## src/mfb_pkg.sv

```systemverilog
package mfb_pkg;

   // Screen geometry and scanout timing.
   localparam int SCREEN_WIDTH  = 160;
   localparam int SCREEN_HEIGHT = 120;
   localparam int ROW_REPEAT    = 3;
   localparam int TOP_BLANK     = 96;
   localparam int LINE_BYTES    = 21;

   localparam int ROW_BYTES    = (SCREEN_WIDTH + 7) / 8;
   localparam int STORE_BYTES  = ROW_BYTES * SCREEN_HEIGHT;
   localparam int IMAGE_END    = TOP_BLANK + SCREEN_HEIGHT * ROW_REPEAT;
   localparam int COUNT_MAX    = 1023;

   localparam int ADDR_W  = $clog2(STORE_BYTES);
   localparam int ROW_W   = (SCREEN_HEIGHT > 1) ? $clog2(SCREEN_HEIGHT) : 1;
   localparam int BYTE_W  = (ROW_BYTES > 1) ? $clog2(ROW_BYTES) : 1;
   localparam int K_W     = $clog2(LINE_BYTES);
   localparam int REP_W   = $clog2(ROW_REPEAT + 1);
   localparam int COORD_W = 10;
   localparam int CNT_W   = 10;

   // Command codes carried in the input tuser.
   typedef enum logic [2:0] {
      ACT_PIXEL  = 3'd0,
      ACT_FILL   = 3'd1,
      ACT_RECT   = 3'd2,
      ACT_CLEAR  = 3'd3,
      ACT_COLORS = 3'd4,
      ACT_TICK   = 3'd5,
      ACT_FRAME  = 3'd6,
      ACT_NONE   = 3'd7
   } action_type;

   // Result status codes.
   localparam logic [1:0] STS_OK        = 2'd0;
   localparam logic [1:0] STS_FIRST_BAD = 2'd1;
   localparam logic [1:0] STS_LAST_BAD  = 2'd2;
   localparam logic [1:0] STS_COLOR_BAD = 2'd3;

   // Controller to datapath commands.
   typedef struct packed {
      logic load;
      logic fill_step;
      logic rect_rd;
      logic rect_wr;
      logic color_step;
      logic scan_rd;
      logic scan_next;
      logic scan_show;
   } cmd_type;

   // Datapath to controller status.
   typedef struct packed {
      logic fill_end;
      logic rect_empty;
      logic rect_done;
      logic color_bad;
      logic color_end;
      logic scan_end;
   } sts_type;

endpackage

```

## src/mfb_ctrl.sv

```systemverilog
module mfb_ctrl (
   input  logic             clock,
   input  logic             reset,
   input  logic             req_tvalid,
   output logic             req_tready,
   input  logic [2:0]       req_action,
   output logic             rsp_tvalid,
   input  logic             rsp_tready,
   output mfb_pkg::cmd_type cmd,
   input  mfb_pkg::sts_type sts
);
   import mfb_pkg::*;

   typedef enum logic [8:0] {
      S_CLEAR    = 9'b000000001,
      S_IDLE     = 9'b000000010,
      S_RECT_RD  = 9'b000000100,
      S_RECT_WR  = 9'b000001000,
      S_FILL     = 9'b000010000,
      S_COLOR    = 9'b000100000,
      S_SCAN_RD  = 9'b001000000,
      S_SCAN_OUT = 9'b010000000,
      S_RESP     = 9'b100000000
   } state_type;

   state_type state_ff, state_in;
   action_type act;

   assign act = action_type'(req_action);

   // Next state and command decode.
   always_comb begin
      state_in   = state_ff;
      cmd        = '0;
      req_tready = 1'b0;
      rsp_tvalid = 1'b0;
      unique case (state_ff)
         S_CLEAR: begin
            cmd.fill_step = 1'b1;
            if (sts.fill_end) state_in = S_IDLE;
         end
         S_IDLE: begin
            req_tready = 1'b1;
            if (req_tvalid) begin
               cmd.load = 1'b1;
               unique case (act)
                  ACT_PIXEL, ACT_RECT, ACT_CLEAR: state_in = S_RECT_RD;
                  ACT_FILL:                       state_in = S_FILL;
                  ACT_COLORS:                     state_in = S_COLOR;
                  ACT_TICK:                       state_in = S_SCAN_RD;
                  default:                        state_in = S_RESP;
               endcase
            end
         end
         S_RECT_RD: begin
            if (sts.rect_empty) begin
               state_in = S_RESP;
            end else begin
               cmd.rect_rd = 1'b1;
               state_in    = S_RECT_WR;
            end
         end
         S_RECT_WR: begin
            cmd.rect_wr = 1'b1;
            state_in    = sts.rect_done ? S_RESP : S_RECT_RD;
         end
         S_FILL: begin
            cmd.fill_step = 1'b1;
            if (sts.fill_end) state_in = S_RESP;
         end
         S_COLOR: begin
            if (sts.color_bad) begin
               state_in = S_RESP;
            end else begin
               cmd.color_step = 1'b1;
               if (sts.color_end) state_in = S_RESP;
            end
         end
         S_SCAN_RD: begin
            cmd.scan_rd = 1'b1;
            state_in    = S_SCAN_OUT;
         end
         S_SCAN_OUT: begin
            cmd.scan_show = 1'b1;
            rsp_tvalid    = 1'b1;
            if (rsp_tready) begin
               cmd.scan_next = 1'b1;
               state_in      = sts.scan_end ? S_IDLE : S_SCAN_RD;
            end
         end
         S_RESP: begin
            rsp_tvalid = 1'b1;
            if (rsp_tready) state_in = S_IDLE;
         end
         default: state_in = S_IDLE;
      endcase
   end

   always_ff @(posedge clock) begin
      if (reset) state_ff <= S_CLEAR;
      else       state_ff <= state_in;
   end

endmodule

```

## config.mk

```make
export PLATFORM = sky130hd
export DESIGN_NAME = mfb_ctrl
export DESIGN_NICKNAME = d
export VERILOG_FILES = /design/src/mfb_pkg.sv /design/src/mfb_ctrl.sv
export SDC_FILE = /design/constraint.sdc
export NUM_CORES = 1
export LEC_CHECK = 0
export BUFFER_PORTS_ARGS = -buffer_cell sky130_fd_sc_hd__buf_2
export CAP_MARGIN = 20
export CELL_PAD_IN_SITES_DETAIL_PLACEMENT = 0
export CELL_PAD_IN_SITES_GLOBAL_PLACEMENT = 1
export CORE_ASPECT_RATIO = 0.9
export CORE_MARGIN = 1
export CORE_UTILIZATION = 40
export CTS_BUF_LIST = sky130_fd_sc_hd__clkbuf_2
export DETAILED_ROUTE_END_ITERATION = 6
export PLACE_DENSITY_LB_ADDON = 0.1
export RECOVER_POWER = 25
export SLEW_MARGIN = 40
export SYNTH_ARGS = -nofsm -noshare
export SYNTH_HDL_FRONTEND = slang
export SYNTH_SLANG_ARGS = --single-unit
```

## constraint.sdc

```tcl
create_clock -name clock -period 2.9 [get_ports clock]
set_input_delay 0.435 -clock clock [delete_from_list [all_inputs] [get_ports clock]]
set_output_delay 0.435 -clock clock [all_outputs]
set_load 0.005 [all_outputs]
```

==> results.ini, run 1 <==
[route]
drt-pass1-iter-count = 5
num_vias = 807
routed_wl_mm = 1.999
drc = 0
vias_per_cell = 5.764
drtAntennaViolNets = 0
wl_per_cell_um = 14.28
drtIter0Drc = 28

[cts]
clock_sinks = 9
cts.path.max_buffers = 2
cts_buffers = 3
cts_resized = 0
clock_latency_ns = 0.26
cts_tree = yes
clk_pin_slew_ns = 0.11
cts_root_buf = clkbuf_2
holdBufCountCts = 0
cts_max_level = 1
cts_setup_buffers = 0

[critical_path]
endpoint_kind = flip-flop
reg2reg_from = state_ff[7]
crit_path_top_delay_cell = or4_4
cp-startpoint = state_ff[7]
crit_chain = or3_4, or4_4, o221ai_1, or3_1, o22ai_1
r2r_end = state_ff[1]
reg2regPathDepth = 5
cp_max_fo = 9
r2r_slack_ns = 0.61
crit_arrival_ns = 2.44
required_ns = 3.06
cp-start-kind = flip-flop
slowest_delay_ns = 0.49
path_class = flip-flop to flip-flop

[placement]
hpwlAfterDp_mm = 1.567
io_buffers = 22
place.gp.congestion = 0.8396
placed_cells = 136
dpl-instance-area_um2 = 860.8

[synth]
yosysMostFrequentCell = dfxtp_1
netlist_instances = 96
yosys.area.top_type = dfxtp_1
synth-seq-cells = 9
ys_types = 39
postSynthNetCount = 109
synth_common_cells = dfxtp_1 (9), nor2_1 (8), inv_1 (7)
synth.avg_cell_area_um2 = 7.859
yosysSeqAreaShare_pct = 23.88
synth_edf_count = 0
synth_top_flop_cell = dfxtp_1
synth_top_area_share_pct = 23.88
netlist_top_cells_area = dfxtp_1 (24%), or3_4 (4.5%), nor4_1 (4.1%)
async_flop_share_pct = 0
yosys_warnings = 0
syn-cell-area_um2 = 754.5

[timing]
hold_violations = 0
fin_tns_setup_ns = 0
fin_skew_ns = 0.0004914
rsz0062_at_grt = false
max_slew_margin_pct = 63.95
setup_viol = 0
worst_slew_pin_slew_ns = 0.5407
fin_hold_ws_ns = 0.3583
fmax_mhz = 437.3
drv_slew = 0
period_share_pct = 78.85
min_period_ns = 2.287

[finish]
insertedDiodeCount = 0
drive_above_1_share_pct = 26.72
stdcell_count = 140
reg_top3 = state_ff: 9 flops
largest-register = state_ff
finish.net_count = 130
largest_register_ffs = 9
fin_area_um2 = 857.1
utilization_pct = 49.93
synthToLayoutAreaGrowth_pct = 13.60

[floorplanning]
core.rowCount = 14
core_mm2 = 0.001717
start_util_pct = 43.95
io-pin-count = 23
die_w_um = 47.78
die_area_mm2 = 0.002064
dieHeight_um = 43.20

[power_and_ir_drop]
power.density_mw_per_mm2 = 360.6
irDropWorstVdd_mv = 0.2644
p_leak_nw = 0.3821

[global_routing]
grt_first_pass_wirelength_mm = 3.180
grt_pass1_vias = 685
grt_use_total_pct = 21.82
grt-ovfl-total = 0
grt_antenna_before_repair = 0
grt_start_max_net_pins = 10

[run_status]
run_status = completed

[min_path]
worstHoldEndpoint = state_ff[3]
hold_depth = 2
min_from = sts[4]
hp-class = primary input to flip-flop

[flow_run]
drv_cap = 0

-- critical path, delay by kind of cell (launching register included) --
family / cells / cell delay [ns]
compound gates: 2 / 0.56
flops: 1 / 0.44
simple gates: 3 / 1.17
-- cell usage in the layout, fill, tap and decap left out, types with 4 or more instances in the layout --
| cell | count |
|---|---|
| nand4_1 | 4 |
| nor3_1 | 5 |
| buf_2 | 21 |
| nor4_1 | 5 |
| dfxtp_1 | 9 |
| nor2_1 | 8 |
| a21oi_1 | 4 |
| inv_1 | 8 |
-- routing by layer --
layer  track usage (%)  vias up  wire (um)  share of wire [%]
li1                  -      398          -                  -
met2             33.51       25        985                 49
met5                 0        -          0                  0
met1             30.31      382        921                 46
met3             6.383        2         78                3.9
met4             3.333        0         13               0.65
-- report_power, final --
group          switching, mW  total [mW]  leakage (nW)  internal, mW
sequential            0.0112       0.140        0.0733         0.129
combinational         0.0443      0.0856         0.292        0.0413
clock                 0.0522      0.0834        0.0164        0.0312
-- cells by family after synthesis --
| family | after synthesis | synth area share (%) |
|---|---|---|
| buffers and inverters | 14 | 8.458 |
| AOI/OAI and AO/OA | 18 | 18.57 |
| xor gates and xnor gates | 5 | 5.805 |
| and+or+nand+nor | 50 | 43.28 |
| DFF | 9 | 23.88 |
-- layout make-up --
class | count | area (um^2)
well taps | 24 | 30.03
fillers | 194 | 859.6
multi-input cells | 73 | 488.0
flip-flops and latches | 9 | 180.2
clock buffers | 3 | 15.01
inverters | 8 | 30.03
clock inverters | 1 | 5.005
repair buffers | 22 | 108.9
-- stage by stage --
stage	power, mW	worst slack (ns)
2_1_floorplan	0.2062	1.017
3_3_place_gp	0.2361	0.9363
3_5_place_dp	0.2363	0.9076
4_1_cts	0.3182	0.6476
5_1_grt	0.3270	0.5072
6_report	0.3091	0.6133
-- worst max path at each step --
stage	cells past startpoint	slack, ns	to
finish	5	0.61	state_ff[1]
global route	5	0.51	state_ff[1]
CTS	4	0.65	cmd[6]
detailed placement	5	0.91	state_ff[1]
global placement	5	0.94	state_ff[1]
floorplan	6	1.02	state_ff[1]
Power figures use the tool's default switching activity.
==> run 2: changes to the inputs <==
Settings changed: CORE_UTILIZATION 40 to 37.
Clock period 2.9 ns to 2.3 ns, I/O delays scaled along.
==> results.ini, run 2 (synthesized netlist as in run 1, its figures left out) <==
[timing]
worst_slew_pin_slew_ns = 0.5821  ; was 0.5407 ns
hold_violations = 0  ; unchanged
rsz0062_at_grt = false  ; unchanged
setup_viol = 0  ; unchanged
fin_ws_ns = 0.08004  ; was 0.6133 ns
period_share_pct = 96.52
drv_slew = 0  ; unchanged
fmax_mhz = 450.5
fin_skew_ns = 0.01810  ; was 0.0004914 ns
min_period_ns = 2.220
max_slew_margin_pct = 60.89  ; was 63.95%
fin_tns_setup_ns = 0  ; unchanged

[run_status]
run_status = completed  ; unchanged

[cts]
clk_pin_slew_ns = 0.12  ; was 0.11 ns
cts_resized = 0  ; unchanged
cts_tree = yes  ; unchanged
cts.path.max_buffers = 2  ; unchanged
clock_latency_ns = 0.26  ; about the same
cts_buffers = 3  ; unchanged
cts_setup_buffers = 0  ; unchanged
clock_sinks = 9  ; unchanged
holdBufCountCts = 0  ; unchanged
cts_root_buf = clkbuf_2  ; unchanged
cts_max_level = 1  ; unchanged

[finish]
reg_top3 = state_ff: 9 flops  ; unchanged
largest_register_ffs = 9  ; unchanged
synthToLayoutAreaGrowth_pct = 17.25  ; was 13.60%
layout_commonest_cell = buf_2  ; unchanged
layout.cells.most_common_list = buf_2 (21), dfxtp_1 (9), nor2_1 (8), inv_1 (8)  ; unchanged
largest-register = state_ff  ; unchanged
insertedDiodeCount = 0  ; unchanged
finish.net_count = 131  ; was 130
utilization_pct = 46.21  ; was 49.93%
drive_above_1_share_pct = 28.21  ; was 26.72%

[floorplanning]
start_util_pct = 39.41  ; was 43.95%
io-pin-count = 23  ; unchanged
die_area_mm2 = 0.002224  ; was 0.002064 mm^2
core.rowCount = 15  ; was 14
die_w_um = 49.60  ; was 47.78 um
dieHeight_um = 44.84  ; was 43.20 um
core_mm2 = 0.001914  ; was 0.001717 mm^2

[power_and_ir_drop]
seqPwrFrac_pct = 44.3  ; was 45.3%
clkPwrFrac_pct = 26.0  ; was 27.0%
power.density_mw_per_mm2 = 449.7  ; was 360.6 mW/mm^2
power_switching_mw = 0.1382  ; was 0.1077 mW
netSwitchingFraction_pct = 34.74  ; was 34.85%
combPwrFrac_pct = 29.8  ; was 27.7%
p_leak_nw = 0.3863  ; was 0.3821 nW
internal-power_mw = 0.2596  ; was 0.2014 mW
power_mw = 0.3978  ; was 0.3091 mW
irDropWorstVdd_mv = 0.3000  ; was 0.2644 mV

[flow_run]
drv_cap = 0  ; unchanged

[route]
drtIter0Drc = 11  ; was 28
drtAntennaViolNets = 0  ; unchanged
wl_per_cell_um = 14.17  ; was 14.28 um
routed_wl_mm = 2.012  ; was 1.999 mm
drc = 0  ; unchanged
num_vias = 795  ; was 807
vias_per_cell = 5.599  ; was 5.764
drt-pass1-iter-count = 4  ; was 5

[min_path]
hp-class = primary input to flip-flop  ; unchanged
min_from = sts[4]  ; unchanged

[critical_path]
slowest_delay_ns = 0.51  ; was 0.49 ns
crit_arrival_ns = 1.87  ; was 2.44 ns
cp-startpoint = state_ff[2]  ; was state_ff[7]
cp-start-kind = flip-flop  ; unchanged
cp_top_family = simple AND/OR/NAND/NOR gates  ; unchanged
crit_path_top_delay_cell = nor3_1  ; was or4_4
required_ns = 1.96  ; was 3.06 ns
critPathBufInv = 1  ; was 0
path_class = flip-flop to primary output  ; was flip-flop to flip-flop
reg2reg_from = state_ff[7]  ; unchanged
endpoint_kind = primary output  ; was flip-flop
crit_chain = or3_1, nor3_1, buf_2  ; was or3_4, or4_4, o221ai_1, or3_1, o22ai_1
cp_max_fo = 9  ; unchanged
r2r_slack_ns = 0.27  ; was 0.61 ns

[global_routing]
grt_use_total_pct = 18.90  ; was 21.82%
grt_first_pass_wirelength_mm = 3.153  ; was 3.180 mm
grt_pass1_vias = 678  ; was 685
grt-ovfl-total = 0  ; unchanged
grt_start_max_net_pins = 10  ; unchanged
grt_antenna_before_repair = 0  ; unchanged

[placement]
io_buffers = 22  ; unchanged
place_ws_ns = 0.2675  ; was 0.9076 ns
place.gp.congestion = 0.8540  ; was 0.8396
hpwlAfterDp_mm = 1.568  ; was 1.567 mm

==> run 2: path summary, 6_finish.rpt <==
| check | to | cells after the start |
|---|---|---|
| worst max-delay path | cmd[0] | 3 |
| worst max register to register | state_ff[1] | 5 |
| worst min-delay path | state_ff[3] | 2 |
| worst min register to register | state_ff[0] | 1 |
==> run 2: stage by stage <==
step           hold slack (ns)  cells  instance area, um^2
6_report                0.2562    142                884.6
5_1_grt                 0.2541    142                884.6
4_1_cts                 0.2608    142                889.6
3_5_place_dp            0.5457    138                869.6
3_3_place_gp            0.5433    138                869.6
2_1_floorplan           0.4141     96                754.5
==> run 2: routing by layer <==
metal | track usage, % | routed length, um | vias up
li1 | - | - | 397
met1 | 23.58 | 908 | 374
met2 | 32.70 | 1011 | 24
met3 | 5.387 | 92 | 0
met4 | 4.000 | 0 | 0
met5 | 0 | 0 | -
==> run 2: final cells by class <==
cell class                 instances  area, um^2
clock buffer                       3       15.01
clock inverter                     1       5.005
fill                             224        1030
inverter                           8       30.03
multi-input combinational         73       510.5
sequential                         9       180.2
tap                               25       31.28
timing repair buffer              23       112.6
==> run 2: power groups by stage <==
stage	Combinational, mW	Clock, mW	Sequential (mW)
finish	0.118	0.103	0.176
global route	0.130	0.113	0.177
CTS	0.120	0.102	0.176
detailed placement	0.119	0	0.180
global placement	0.120	0	0.180
floorplan	0.0896	0	0.170
==> run 3: changes to the inputs <==
Settings changed: CORE_UTILIZATION 37 to 40, PLACE_DENSITY set to 0.84, PLACE_DENSITY_LB_ADDON 0.1 to unset.
Clock period 2.3 ns to 2.6 ns, I/O delays scaled along.
==> results.ini, run 3 (synthesized netlist as in run 1, its figures left out) <==
[run_status]
run_status = completed  ; unchanged

[route]
route.met2.wl_um = 869  ; was 1.011 mm
drtAntennaViolNets = 0  ; unchanged
vias_per_cell = 5.614  ; was 5.599
wl_met3_um = 98  ; was 92 um
met1Wirelength_um = 885  ; was 908 um
routed_wl_mm = 1.877  ; was 2.012 mm
drt-pass1-iter-count = 4  ; unchanged
num_vias = 786  ; was 795
wl_per_cell_um = 13.41  ; was 14.17 um
top_layer_used = met4  ; was met3
drc = 0  ; unchanged
drtIter0Drc = 22  ; was 11

[cts]
clock_sinks = 9  ; unchanged
holdBufCountCts = 0  ; unchanged
cts_max_level = 1  ; unchanged
cts_resized = 0  ; unchanged
cts.path.max_buffers = 2  ; unchanged
cts_root_buf = clkbuf_2  ; unchanged
cts_buffers = 3  ; unchanged
cts_setup_buffers = 0  ; unchanged
clock_latency_ns = 0.24  ; was 0.26 ns
clk_pin_slew_ns = 0.08  ; was 0.12 ns
cts_tree = yes  ; unchanged

[critical_path]
cp_top_family = simple AND/OR/NAND/NOR gates  ; unchanged
cp_max_fo = 9  ; unchanged
crit_path_top_delay_cell = o221ai_1  ; was nor3_1
path_common_cell = or3_4
path_class = flip-flop to flip-flop  ; was flip-flop to primary output
crit_arrival_ns = 2.42  ; was 1.87 ns
crit_chain = or3_4, or4_4, o221ai_1, or3_4, o22ai_1  ; was or3_1, nor3_1, buf_2
cp.depth = 5  ; was 3
slowest_delay_ns = 0.51  ; about the same
endpoint_kind = flip-flop  ; was primary output
required_ns = 2.73  ; was 1.96 ns
cp-start-kind = flip-flop  ; unchanged
critPathBufInv = 0  ; was 1
reg2regPathDepth = 5  ; unchanged

[finish]
synthToLayoutAreaGrowth_pct = 14.10  ; was 17.25%
fin_area_um2 = 860.8  ; was 884.6 um^2
layout_commonest_cell = buf_2  ; unchanged
utilization_pct = 50.15  ; was 46.21%
finish.net_count = 130  ; was 131
layout.cells.most_common_list = buf_2 (20), dfxtp_1 (9), nor2_1 (8)  ; was buf_2 (21), dfxtp_1 (9), nor2_1 (8), inv_1 (8)
drive_above_1_share_pct = 27.59  ; was 28.21%
largest_register_ffs = 9  ; unchanged
stdcell_count = 140  ; was 142
largest-register = state_ff  ; unchanged
reg_top3 = state_ff: 9 flops  ; unchanged
insertedDiodeCount = 0  ; unchanged

[floorplanning]
die_area_mm2 = 0.002064  ; was 0.002224 mm^2
core_mm2 = 0.001717  ; was 0.001914 mm^2
io-pin-count = 23  ; unchanged
die_w_um = 47.78  ; was 49.60 um
core.rowCount = 14  ; was 15
start_util_pct = 43.95  ; was 39.41%
dieHeight_um = 43.20  ; was 44.84 um

[timing]
min_period_ns = 2.292
fin_hold_ws_ns = 0.3406  ; was 0.2562 ns
drv_slew = 0  ; unchanged
fin_tns_setup_ns = 0  ; unchanged
hold_violations = 0  ; unchanged
worst_slew_pin_slew_ns = 0.5929  ; was 0.5821 ns
fin_ws_ns = 0.3076  ; was 0.08004 ns
period_share_pct = 88.17
setup_viol = 0  ; unchanged
max_slew_margin_pct = 60.47  ; was 60.89%
fmax_mhz = 436.2
fin_skew_ns = 0.004612  ; was 0.01810 ns
rsz0062_at_grt = false  ; unchanged

[global_routing]
grt-ovfl-total = 0  ; unchanged
grt_use_total_pct = 20.65  ; was 18.90%
grt_start_max_net_pins = 10  ; unchanged
grt_first_pass_wirelength_mm = 2.939  ; was 3.153 mm
grt_antenna_before_repair = 0  ; unchanged
grt_pass1_vias = 674  ; was 678

[power_and_ir_drop]
netSwitchingFraction_pct = 31.61  ; was 34.74%
internal-power_mw = 0.2323  ; was 0.2596 mW
combPwrFrac_pct = 28.6  ; was 29.8%
seqPwrFrac_pct = 46.0  ; was 44.3%
p_leak_nw = 0.3762  ; was 0.3863 nW
irDropWorstVdd_mv = 0.2519  ; was 0.3000 mV
power_mw = 0.3397  ; was 0.3978 mW
power_switching_mw = 0.1074  ; was 0.1382 mW
clkPwrFrac_pct = 25.3  ; was 26.0%
power.density_mw_per_mm2 = 394.6  ; was 449.7 mW/mm^2

[placement]
hpwlAfterDp_mm = 1.472  ; was 1.568 mm
place_ws_ns = 0.5964  ; was 0.2675 ns
io_buffers = 22  ; unchanged
dpl-instance-area_um2 = 860.8  ; was 869.6 um^2
place.gp.congestion = 0.8730  ; was 0.8540
placed_cells = 136  ; was 138

[min_path]
hold_depth = 2  ; unchanged
hp-class = primary input to flip-flop  ; unchanged

[flow_run]
drv_cap = 0  ; unchanged

-- run 3: power groups by stage --
| stage | Clock [mW] | Sequential (mW) | Combinational [mW] |
|---|---|---|---|
| after global routing | 0.103 | 0.158 | 0.107 |
| after detailed placement | 0 | 0.159 | 0.103 |
| final | 0.0861 | 0.156 | 0.0973 |
| after floorplan | 0 | 0.151 | 0.0792 |
| after CTS | 0.0899 | 0.156 | 0.104 |
| after global placement | 0 | 0.159 | 0.102 |
-- run 3: layout make-up --
cell class,count,area [um^2]
repair buffers,22,107.6
multi-input cells,73,493.0
inverters,8,30.03
clock buffers,4,20.02
fillers,184,855.8
well taps,24,30.03
flip-flops and latches,9,180.2
-- run 3: final timing paths --
kind | from | to | slack [ns]
worst max-delay path | state_ff[7] | state_ff[1] | 0.31
worst min-delay path | sts[4] | state_ff[3] | 0.34
worst max register to register | state_ff[7] | state_ff[1] | 0.31
worst min register to register | state_ff[8] | state_ff[8] | 0.66
-- run 3: metal layers --
| layer | global-route usage [%] | vias up |
|---|---|---|
| li1 | - | 400 |
| met1 | 26.94 | 362 |
| met4 | 6.111 | 0 |
| met5 | 0 | - |
| met3 | 8.085 | 4 |
| met2 | 30.81 | 20 |
